**config.mk**
```make
export PLATFORM = sky130hd
export DESIGN_NAME = delimited_frame_receiver_top
export DESIGN_NICKNAME = d
export VERILOG_FILES = /design/src/hdl/dfr_pkg.sv /design/src/hdl/delimited_frame_receiver_top.sv
export SDC_FILE = /design/constraint.sdc
export NUM_CORES = 1
export LEC_CHECK = 0
export ABC_AREA = 1
export BUFFER_PORTS_ARGS = -buffer_cell sky130_fd_sc_hd__buf_2
export CELL_PAD_IN_SITES_DETAIL_PLACEMENT = 1
export CELL_PAD_IN_SITES_GLOBAL_PLACEMENT = 1
export CORE_AREA = 2 2 241 124
export DETAILED_ROUTE_END_ITERATION = 10
export DIE_AREA = 0 0 243 126
export PLACE_DENSITY_LB_ADDON = 0.2
export SETUP_SLACK_MARGIN = 0.02
export SYNTH_ARGS = -nofsm -noshare
export SYNTH_HDL_FRONTEND = slang
export SYNTH_SLANG_ARGS = --single-unit
export TNS_END_PERCENT = 50
```
**constraint.sdc**
```tcl
create_clock -name clock -period 3.4 [get_ports clock]
set_input_delay 0.17 -clock clock [delete_from_list [all_inputs] [get_ports clock]]
set_output_delay 0.17 -clock clock [all_outputs]
set_load 0.02 [all_outputs]
```
**src/hdl/dfr_pkg.sv**
```systemverilog
// Package for the delimited frame receiver: delimiter codes, result kinds,
// field widths and reset values shared by the RTL.
// No dependencies.
package dfr_pkg;

   localparam int BYTE_W     = 8;
   localparam int COUNT_W    = 5;
   localparam int KIND_W     = 2;

   // Default depth of the payload memory.
   localparam int DEFAULT_BUFFER_DEPTH = 32;

   // Largest value the length field can carry.
   localparam int COUNT_MAX = (1 << COUNT_W) - 1;

   localparam logic [BYTE_W-1:0]  OPEN_MARK         = 8'h3C;
   localparam logic [BYTE_W-1:0]  CLOSE_MARK        = 8'h3E;
   localparam logic [COUNT_W-1:0] MAX_PAYLOAD_RESET = 5'd31;

   typedef enum logic [KIND_W-1:0] {
      KIND_ECHO     = 2'd0,
      KIND_PAYLOAD  = 2'd1,
      KIND_COMPLETE = 2'd2,
      KIND_OVERFLOW = 2'd3
   } kind_type;

endpackage

```
**src/hdl/delimited_frame_receiver_top.sv**
```systemverilog
// Delimited frame receiver, top level: control, payload memory and result register.
// Depends on dfr_pkg.
//
// The block takes one received byte per req_ transaction and echoes it as
// the first rsp_ transaction. A '<' outside a frame opens a frame; bytes
// inside a frame are written to a payload memory with one write port and one
// registered read port until the limit
// (the smaller of csr max_payload and BUFFER_DEPTH - 1) is reached, and one
// byte more reports an overflow and drops the frame. A '>' inside a frame
// replays the stored bytes from the memory in order and then reports frame
// completion with its length; rsp_last marks the final result of each input
// byte. Every result passes through one output register, and the replay reads
// the memory one entry per cycle through its registered read port while
// rsp_ready does not stall that register. Input transactions are taken only
// while no replay or overflow report is in progress and the output register
// is free or being emptied. max_payload is written through csr_wr_en/csr_wr_data
// and should change only while the block is idle.
module delimited_frame_receiver_top
   import dfr_pkg::*;
#(
   parameter int BUFFER_DEPTH = DEFAULT_BUFFER_DEPTH
) (
   input  logic               clock,
   input  logic               reset,

   input  logic               req_valid,
   output logic               req_ready,
   input  logic [BYTE_W-1:0]  req_rx_byte,

   output logic               rsp_valid,
   input  logic               rsp_ready,
   output logic [KIND_W-1:0]  rsp_kind,
   output logic [BYTE_W-1:0]  rsp_data,
   output logic [COUNT_W-1:0] rsp_frame_length,
   output logic               rsp_last,

   input  logic               csr_wr_en,
   input  logic [COUNT_W-1:0] csr_wr_data
);

   // Memory address width, and a width that holds both a count and an address.
   localparam int AW    = (BUFFER_DEPTH > 1) ? $clog2(BUFFER_DEPTH) : 1;
   localparam int EXT_W = (AW > COUNT_W) ? AW : COUNT_W;

   // The store never holds more than BUFFER_DEPTH - 1 bytes, and the length
   // field caps the count as well.
   localparam logic [COUNT_W-1:0] COUNT_CAP =
      COUNT_W'((BUFFER_DEPTH - 1 > COUNT_MAX) ? COUNT_MAX : BUFFER_DEPTH - 1);

   typedef enum logic [1:0] {
      ST_IDLE,
      ST_DRAIN,
      ST_OVERFLOW
   } state_type;

   state_type          state_ff, state_in;
   logic               in_frame_ff, in_frame_in;
   logic [COUNT_W-1:0] count_ff, count_in;
   logic [COUNT_W-1:0] rd_idx_ff, rd_idx_in;
   logic [COUNT_W-1:0] max_payload_ff, max_payload_in;

   logic               out_valid_ff, out_valid_in;
   kind_type           out_kind_ff, out_kind_in;
   logic [BYTE_W-1:0]  out_data_ff, out_data_in;
   logic [COUNT_W-1:0] out_len_ff, out_len_in;
   logic               out_last_ff, out_last_in;

   // Payload memory with one write port and one registered read port.
   logic [BYTE_W-1:0]  mem [BUFFER_DEPTH];
   logic [BYTE_W-1:0]  mem_q_ff;
   logic               mem_we;
   logic [AW-1:0]      mem_wr_addr;
   logic [AW-1:0]      mem_rd_addr;
   logic [EXT_W-1:0]   wr_ext;
   logic [EXT_W-1:0]   rd_ext;
   logic [COUNT_W-1:0] rd_next;

   logic               out_free;
   logic               req_accept;
   logic [COUNT_W-1:0] limit;

   assign out_free   = !out_valid_ff || rsp_ready;
   assign req_ready  = (state_ff == ST_IDLE) && out_free;
   assign req_accept = req_valid && req_ready;
   assign limit      = (max_payload_ff > COUNT_CAP) ? COUNT_CAP : max_payload_ff;

   assign max_payload_in = csr_wr_en ? csr_wr_data : max_payload_ff;

   always_comb begin
      state_in     = state_ff;
      in_frame_in  = in_frame_ff;
      count_in     = count_ff;
      rd_idx_in    = rd_idx_ff;
      out_valid_in = out_valid_ff && !rsp_ready;
      out_kind_in  = out_kind_ff;
      out_data_in  = out_data_ff;
      out_len_in   = out_len_ff;
      out_last_in  = out_last_ff;
      mem_we       = 1'b0;
      rd_next      = COUNT_W'(0);

      case (state_ff)
         ST_IDLE: begin
            if (req_accept) begin
               // Every received byte is echoed first.
               out_valid_in = 1'b1;
               out_kind_in  = KIND_ECHO;
               out_data_in  = req_rx_byte;
               out_len_in   = COUNT_W'(0);
               out_last_in  = 1'b1;
               if (!in_frame_ff) begin
                  if (req_rx_byte == OPEN_MARK) begin
                     in_frame_in = 1'b1;
                     count_in    = COUNT_W'(0);
                  end
               end else if (req_rx_byte == CLOSE_MARK) begin
                  // Replay starts at entry zero, which the read port fetches
                  // at this same edge.
                  in_frame_in = 1'b0;
                  rd_idx_in   = COUNT_W'(0);
                  out_last_in = 1'b0;
                  state_in    = ST_DRAIN;
               end else if (count_ff < limit) begin
                  mem_we   = 1'b1;
                  count_in = count_ff + COUNT_W'(1);
               end else begin
                  in_frame_in = 1'b0;
                  count_in    = COUNT_W'(0);
                  out_last_in = 1'b0;
                  state_in    = ST_OVERFLOW;
               end
            end
         end

         ST_DRAIN: begin
            rd_next = rd_idx_ff;
            if (out_free) begin
               out_valid_in = 1'b1;
               if (rd_idx_ff == count_ff) begin
                  out_kind_in = KIND_COMPLETE;
                  out_data_in = '0;
                  out_len_in  = count_ff;
                  out_last_in = 1'b1;
                  count_in    = COUNT_W'(0);
                  state_in    = ST_IDLE;
               end else begin
                  // The read register holds the entry at rd_idx_ff; fetch the
                  // following one for the next cycle.
                  out_kind_in = KIND_PAYLOAD;
                  out_data_in = mem_q_ff;
                  out_len_in  = COUNT_W'(0);
                  out_last_in = 1'b0;
                  rd_next     = rd_idx_ff + COUNT_W'(1);
                  rd_idx_in   = rd_next;
               end
            end
         end

         ST_OVERFLOW: begin
            if (out_free) begin
               out_valid_in = 1'b1;
               out_kind_in  = KIND_OVERFLOW;
               out_data_in  = '0;
               out_len_in   = COUNT_W'(0);
               out_last_in  = 1'b1;
               state_in     = ST_IDLE;
            end
         end

         default: begin
            state_in = ST_IDLE;
         end
      endcase
   end

   assign wr_ext      = EXT_W'(count_ff);
   assign mem_wr_addr = wr_ext[AW-1:0];
   assign rd_ext      = EXT_W'(rd_next);
   assign mem_rd_addr = rd_ext[AW-1:0];

   always_ff @(posedge clock) begin
      if (mem_we) begin
         mem[mem_wr_addr] <= req_rx_byte;
      end
      mem_q_ff <= mem[mem_rd_addr];
   end

   always_ff @(posedge clock) begin
      if (reset) begin
         state_ff       <= ST_IDLE;
         in_frame_ff    <= 1'b0;
         count_ff       <= COUNT_W'(0);
         rd_idx_ff      <= COUNT_W'(0);
         max_payload_ff <= MAX_PAYLOAD_RESET;
         out_valid_ff   <= 1'b0;
      end else begin
         state_ff       <= state_in;
         in_frame_ff    <= in_frame_in;
         count_ff       <= count_in;
         rd_idx_ff      <= rd_idx_in;
         max_payload_ff <= max_payload_in;
         out_valid_ff   <= out_valid_in;
      end
      out_kind_ff <= out_kind_in;
      out_data_ff <= out_data_in;
      out_len_ff  <= out_len_in;
      out_last_ff <= out_last_in;
   end

   assign rsp_valid        = out_valid_ff;
   assign rsp_kind         = out_kind_ff;
   assign rsp_data         = out_data_ff;
   assign rsp_frame_length = out_len_ff;
   assign rsp_last         = out_last_ff;

   // The stored count never passes what the memory can hold.
   a_count_cap: assert property (@(posedge clock) disable iff (reset)
      count_ff <= COUNT_CAP)
      else $error("stored count exceeds memory capacity");

   // The replay pointer never runs past the stored count.
   a_drain_idx: assert property (@(posedge clock) disable iff (reset)
      (state_ff == ST_DRAIN) |-> (rd_idx_ff <= count_ff))
      else $error("replay index beyond stored count");

   // A closing byte inside a frame starts a replay and closes the frame.
   a_close_drain: assert property (@(posedge clock) disable iff (reset)
      (req_accept && in_frame_ff && (req_rx_byte == CLOSE_MARK))
      |=> (state_ff == ST_DRAIN) && !in_frame_ff)
      else $error("close delimiter did not start replay");

   // No frame is open while a replay or overflow report is pending.
   a_busy_closed: assert property (@(posedge clock) disable iff (reset)
      (state_ff != ST_IDLE) |-> !in_frame_ff)
      else $error("frame open during replay or overflow");

   // A payload byte is never the final result of its input byte.
   a_payload_not_last: assert property (@(posedge clock) disable iff (reset)
      (out_valid_ff && (out_kind_ff == KIND_PAYLOAD)) |-> !out_last_ff)
      else $error("payload result marked last");

endmodule

```
==> results.toml, run 1 <==
[status]
status = "complete, no violations"

[synth]
synth_seq_area_share_pct = 61.9
synth_ff_type = "edfxtp_1"
netlist_top_cells_count = "inv_1, edfxtp_1, nand3_1"
yosysWarnings = 0
synth_area_leaders = "edfxtp_1, nand3_1, inv_1, nand4_1, nand2_1"
async_flop_share_pct = 0
synth-edff-count = 272
avgSynthCellArea_um2 = 9.94
syn-num-nets = 1446
synth_top_area_share_pct = 58.1
ys_seq_elements = 299
ys_types = 37
synth_area_um2 = 14100
synth_most_common_cell = "inv_1"
syn_inst = 1415
synth_area_leader_cell = "edfxtp_1"

[timing]
finClkSkew_ps = 32.8
hold_viol_final = 0
slew_viol_final = 0
setup_tns_ps = 0
finalSetupViolations = 0
fmax_mhz = 329
holdWs_ps = 200
worst_slew_pin_slew_ps = 846
min_period_over_period_pct = 89.5
finalCriticalPeriod_ps = 3040
grt_setup_unrepaired = "no"
slew_headroom_pct = 43.6

[run]
drv_cap = 0

[critical_path]
r2r_cells = 10
critPathMaxFanout = 8
cp.arrival_ps = 3300
start_kind = "flop"
endpoint_kind = "flop"
worstSetupPathType = "reg -> reg"
worstPathRequired_ps = 3660

[clock_tree]
cts_resized = 0
cts_buffers = 29
cts.sinks = 299
worstSkewPairLatency_ps = 580
cts_setup_buffers = 0
cts_buffer_depth = 3
cts-root-buf = "clkbuf_16"
h-tree-depth = 1
clk_pin_slew_ps = 70
cts_tree = "yes"

[min_path]
hp-class = "in -> reg"
whs_path_depth = 3

[drt]
vias = 10800
drc = 0
wirelength_mm = 46.2
vias_per_cell = 5.72
drt_iter0_drc = 1152
final_antenna_net_count = 0
drt-pass1-iter-count = 5
wl_per_cell_um = 24.4

[placement]
io_buffers = 35
hpwlAfterDp_mm = 28.8
gp_congestion = 0.848

[pwr]
leakage_nw = 6.76
powerDensity_nw_per_um2 = 568
ir_worst_vdd_v = 0.000487

[floorplanning]
die_y_um = 126
num_rows = 44
die_area_um2 = 30600
core_area_um2 = 28500
die_w_um = 243
pin_count = 36
start_util_pct = 49.3

[layout]
nets = 1512
drive_gt1_share_pct = 11.2
area_growth_pct = 13.4
n_antenna_cell = 0

[global_routing]
use_met3_pct = 8.65
grt_pass1_wl_mm = 69.5
grt.total_usage_pct = 30.6
use_met1_pct = 46.0
busiest_layer = "met1"
globalRouteOverflowTotal = 0
antenna_found_initial = 2
use_met2_pct = 43.2
grt_max_degree = 129
grt_pass1_vias = 11000
area by class of cell:
| class | instances | area, µm² |
|---|---|---|
| multi-input cells | 735 | 3730 |
| clock buffers | 36 | 752 |
| clock inverters | 18 | 219 |
| inverters | 295 | 1110 |
| repair buffers | 121 | 931 |
| well taps | 391 | 489 |
| flip-flops and latches | 299 | 8710 |
| fillers | 3201 | 12600 |
worst paths after layout:
| kind | startpoint | end | slack [ps] |
|---|---|---|---|
| max reg2reg | max_payload_ff[4] | mem[14][4] | 360 |
| min reg2reg | state_ff[0] | state_ff[0] | 600 |
| max | max_payload_ff[4] | mem[14][4] | 360 |
| min | req_rx_byte[4] | rsp_data[4] | 200 |
flip-flops by register name (all words and copies together) (netlist names):
signal and cells:
rsp_frame_length 5, max_payload_ff 5, in_frame_ff 1, rd_idx_ff 5, mem_q_ff 8, state_ff 2, mem 256, count_ff 5
rsp_kind 2, rsp_data 8, rsp_last 1, rsp_valid 1
logic make-up after synthesis:
group	after synthesis	synth area share, %
fa+ha+maj	13	1.16
buf+inv	381	11.7
simple gates	672	23.2
flops	299	61.9
compound gates	46	1.73
xor+xnor	4	0.249
per-stage QoR:
stage                     worst slack [ps]  cells  total power [mW]  cell area [µm²]  utilization (%)
final                                  358   1895              9.05            15900             55.9
after global routing                   140   1895              9.33            15900             55.9
after CTS                              381   1895              9.03            15900             55.9
after detailed placement               486   1822              5.66            14800             51.8
after global placement                 555   1822              5.63            14800             51.8
after floorplan                        840   1415              5.18            14100                -
report_power, final:
part | switching [mW] | total (mW) | internal, mW
Sequential | 0.0538 | 4.20 | 4.15
Clock | 1.46 | 3.41 | 1.95
Combinational | 1.11 | 1.44 | 0.324
Total | 2.63 | 9.05 | 6.43
timing repair:
action,in CTS,in global routing
setup endpoints to repair,0,0
endpoints found under the hold margin,15,0
hold buffers,19,0
worst max-delay path, stage by stage (launching register included):
cell	delay, ps
dfxtp_1	310
inv_1	60
ha_1	300
a21oi_1	200
o211ai_1	260
or2_2	380
nor3_1	440
nand2_1	190
buf_4	210
nor2_1	150
buf_4	210
cell usage in the layout, fill, tap and decap left out, drive strengths merged:
master and instances:
nand2 214, bufinv 5, nor3b 1, or2 1, clkinv 12, buf 102, clkbuf 36, edfxtp 272
dlygate4sd3 19, clkinvlp 2, nor2 65, nand3 248, o21ai 19, xnor2 2, a31oi 1, inv 294
nand3b 1, and3 1, xor2 2, a21o 1, or3b 1, nor4 1, nor3 8, o211ai 1
nand4 131, a21oi 23, dfxtp 27, ha 13, a211oi 1
layer usage:
layer	routed length, µm	share of wire (%)
met4	1230	2.7
met2	19300	42
met3	4570	9.9
met1	21100	46
met5	41	0.089
Note: power is estimated with default switching activity, not from simulation.
==> run 2, diff against run 1 <==
--- a/config.mk
+++ b/config.mk
@@ -5,13 +5,13 @@
 export SDC_FILE = /design/constraint.sdc
 export NUM_CORES = 1
 export LEC_CHECK = 0
-export ABC_AREA = 1
 export BUFFER_PORTS_ARGS = -buffer_cell sky130_fd_sc_hd__buf_2
 export CELL_PAD_IN_SITES_DETAIL_PLACEMENT = 1
 export CELL_PAD_IN_SITES_GLOBAL_PLACEMENT = 1
-export CORE_AREA = 2 2 241 124
+export CORE_AREA = 2 2 227 117
+export CTS_CLUSTER_SIZE = 28
 export DETAILED_ROUTE_END_ITERATION = 10
-export DIE_AREA = 0 0 243 126
+export DIE_AREA = 0 0 229 119
 export PLACE_DENSITY_LB_ADDON = 0.2
 export SETUP_SLACK_MARGIN = 0.02
 export SYNTH_ARGS = -nofsm -noshare
==> results.toml, run 2 <==
[critical_path]
r2r-start = "rd_idx_ff[1]"
critPathMaxFanout = 40
crit_end = "mem_q_ff[7]"
reg2reg_to = "mem_q_ff[7]"
r2r_slack_ps = 110
cp.arrival_ps = 3700
worstSetupPathType = "reg -> reg"
worstPathRequired_ps = 3810
cp-startpoint = "rd_idx_ff[1]"
endpoint_kind = "flop"
r2r_cells = 9
start_kind = "flop"

[synth]
avgSynthCellArea_um2 = 12.7
ys_seq_elements = 299
async_flop_share_pct = 0
syn-num-nets = 1007
synth_top_area_share_pct = 65.6
synth_area_leader_cell = "edfxtp_1"
synth_most_common_cell = "edfxtp_1"
synth_ff_type = "edfxtp_1"
ys_types = 58
synth-edff-count = 272
synth_seq_area_share_pct = 70.0
synth_area_leaders = "edfxtp_1, a21oi_1, nand2_1, dfxtp_1, a22oi_1"
netlist_top_cells_count = "edfxtp_1, nand2_1, a21oi_1"
synth_area_um2 = 12400
yosysWarnings = 0
syn_inst = 976

[layout]
drive_gt1_share_pct = 16.3
top_register = "mem"
fin_util_pct = 56.7
largest_register_ff_count = 256
instances_no_fill = 1454
area_growth_pct = 16.8
nets = 1114
fill_cells = 2632
final_cell_mix = "edfxtp_1, nand2_1, a21oi_1, buf_4, nor2_1"
fin_area_um2 = 14500
final_common_cell = "edfxtp_1"
n_antenna_cell = 0

[floorplanning]
die_y_um = 119
num_rows = 42
die_w_um = 229
start_util_pct = 48.5
pin_count = 36
die_area_um2 = 27300
core_area_um2 = 25600

[drt]
vias_per_cell = 6.01
drc = 0
drt_iter0_drc = 825
vias = 8738
final_antenna_net_count = 0
drt-pass1-iter-count = 5
wirelength_mm = 38.9
wl_per_cell_um = 26.8

[timing]
slew_headroom_pct = 40.8
worst_slew_pin_slew_ps = 884
finClkSkew_ps = 15.4
fmax_mhz = 304
setup_tns_ps = 0
worst_slack_ps = 109
finalSetupViolations = 0
grt_setup_unrepaired = "no"
min_period_over_period_pct = 96.8
holdWs_ps = 139
finalCriticalPeriod_ps = 3290
slew_viol_final = 0
hold_viol_final = 0

[pwr]
powerDensity_nw_per_um2 = 494
ir_worst_vdd_v = 0.000356
leakage_nw = 5.04
p_total_mw = 7.18

[min_path]
min_from = "req_rx_byte[0]"
hp-class = "in -> reg"

[global_routing]
globalRouteOverflowTotal = 0
grt_pass1_vias = 8765
grt.total_usage_pct = 29.2
grt_max_degree = 59
antenna_found_initial = 1
grt_pass1_wl_mm = 58.4

[placement]
gp_congestion = 0.872
place_inst = 1390
hpwlAfterDp_mm = 26.3
post-place-ws_ps = -272
io_buffers = 35
post_dp_cell_area_um2 = 13500

[clock_tree]
cts_buffer_depth = 3
cts_tree = "yes"
cts_buffers = 26
cts-root-buf = "clkbuf_16"
cts.sinks = 299
h-tree-depth = 1
worstSkewPairLatency_ps = 560
clk_pin_slew_ps = 70

[run]
drv_cap = 0

[status]
status = "complete, no violations"
-- run 2: cell types whose count changed after synthesis, moves of 37 or more --
cell | previous run | this run
a21oi_1 | 22 | 148
a22oi_1 | 0 | 43
inv_1 | 284 | 23
nand2_1 | 210 | 173
nand3_1 | 244 | 20
nand4_1 | 131 | 7
-- run 2: critical path: stages, from the launching register on --
cell       delay, ps
dfxtp_2          370
xor2_1           240
nor4_4           430
mux2_4           360
a21o_4           380
buf_12           260
a21oi_1          220
a22oi_1          200
a211oi_2         420
o2111ai_1        200
-- run 2: routing by layer --
layer	GRT usage [%]	vias up	part of all wire, %
met5	0	-	0.033
met4	6.09	2	1.8
met3	7.11	59	9.8
met2	41.9	374	42
met1	45.2	4471	46
li1	-	3832	-
-- run 2: cell type report --
cell class	count	area, µm²	area share, %
Multi-Input combinational cell	598	3400	23.4
Tap cell	352	440	3.03
Timing Repair Buffer	134	1040	7.18
Sequential cell	299	8710	60.0
Clock inverter	14	111	0.767
Clock buffer	33	728	5.01
Inverter	24	90.1	0.620
-- run 2: repair_timing --
item                                   in CTS  in global routing
pin swaps                                   1                  3
endpoints found under the hold margin      14                  0
hold buffers                               15                  0
resized for setup                           2                  3
setup endpoints to repair                   2                  8
buffers inserted                            1                  1
gates cloned                                0                  0
-- run 2: kinds of logic (layout without fill, tap and decap cells) --
family	after synthesis	in the layout	share of synthesized area (%)
buffers and inverters	79	205	3.09
muxes	6	6	0.523
adders and majority gates	13	13	1.31
DFF	299	299	70.0
and+or+nand+nor	307	307	11.1
AOI/OAI and AO/OA	263	263	13.2
xor gates and xnor gates	9	9	0.815
-- run 2: worst min-delay path by stage --
stage / end / slack [ps] / cells past startpoint
floorplan: mem[0][0] / 270 / 0
global placement: max_payload_ff[1] / 380 / 3
detailed placement: max_payload_ff[4] / 390 / 3
CTS: in_frame_ff / 140 / 4
global route: rsp_data[5] / 160 / 3
finish: in_frame_ff / 140 / 4
-- run 2: where the power goes --
part	internal, mW	switching (mW)	total [mW]
combinational	0.0439	0.125	0.169
clock	1.66	1.33	2.99
sequential	4.02	0.00534	4.02
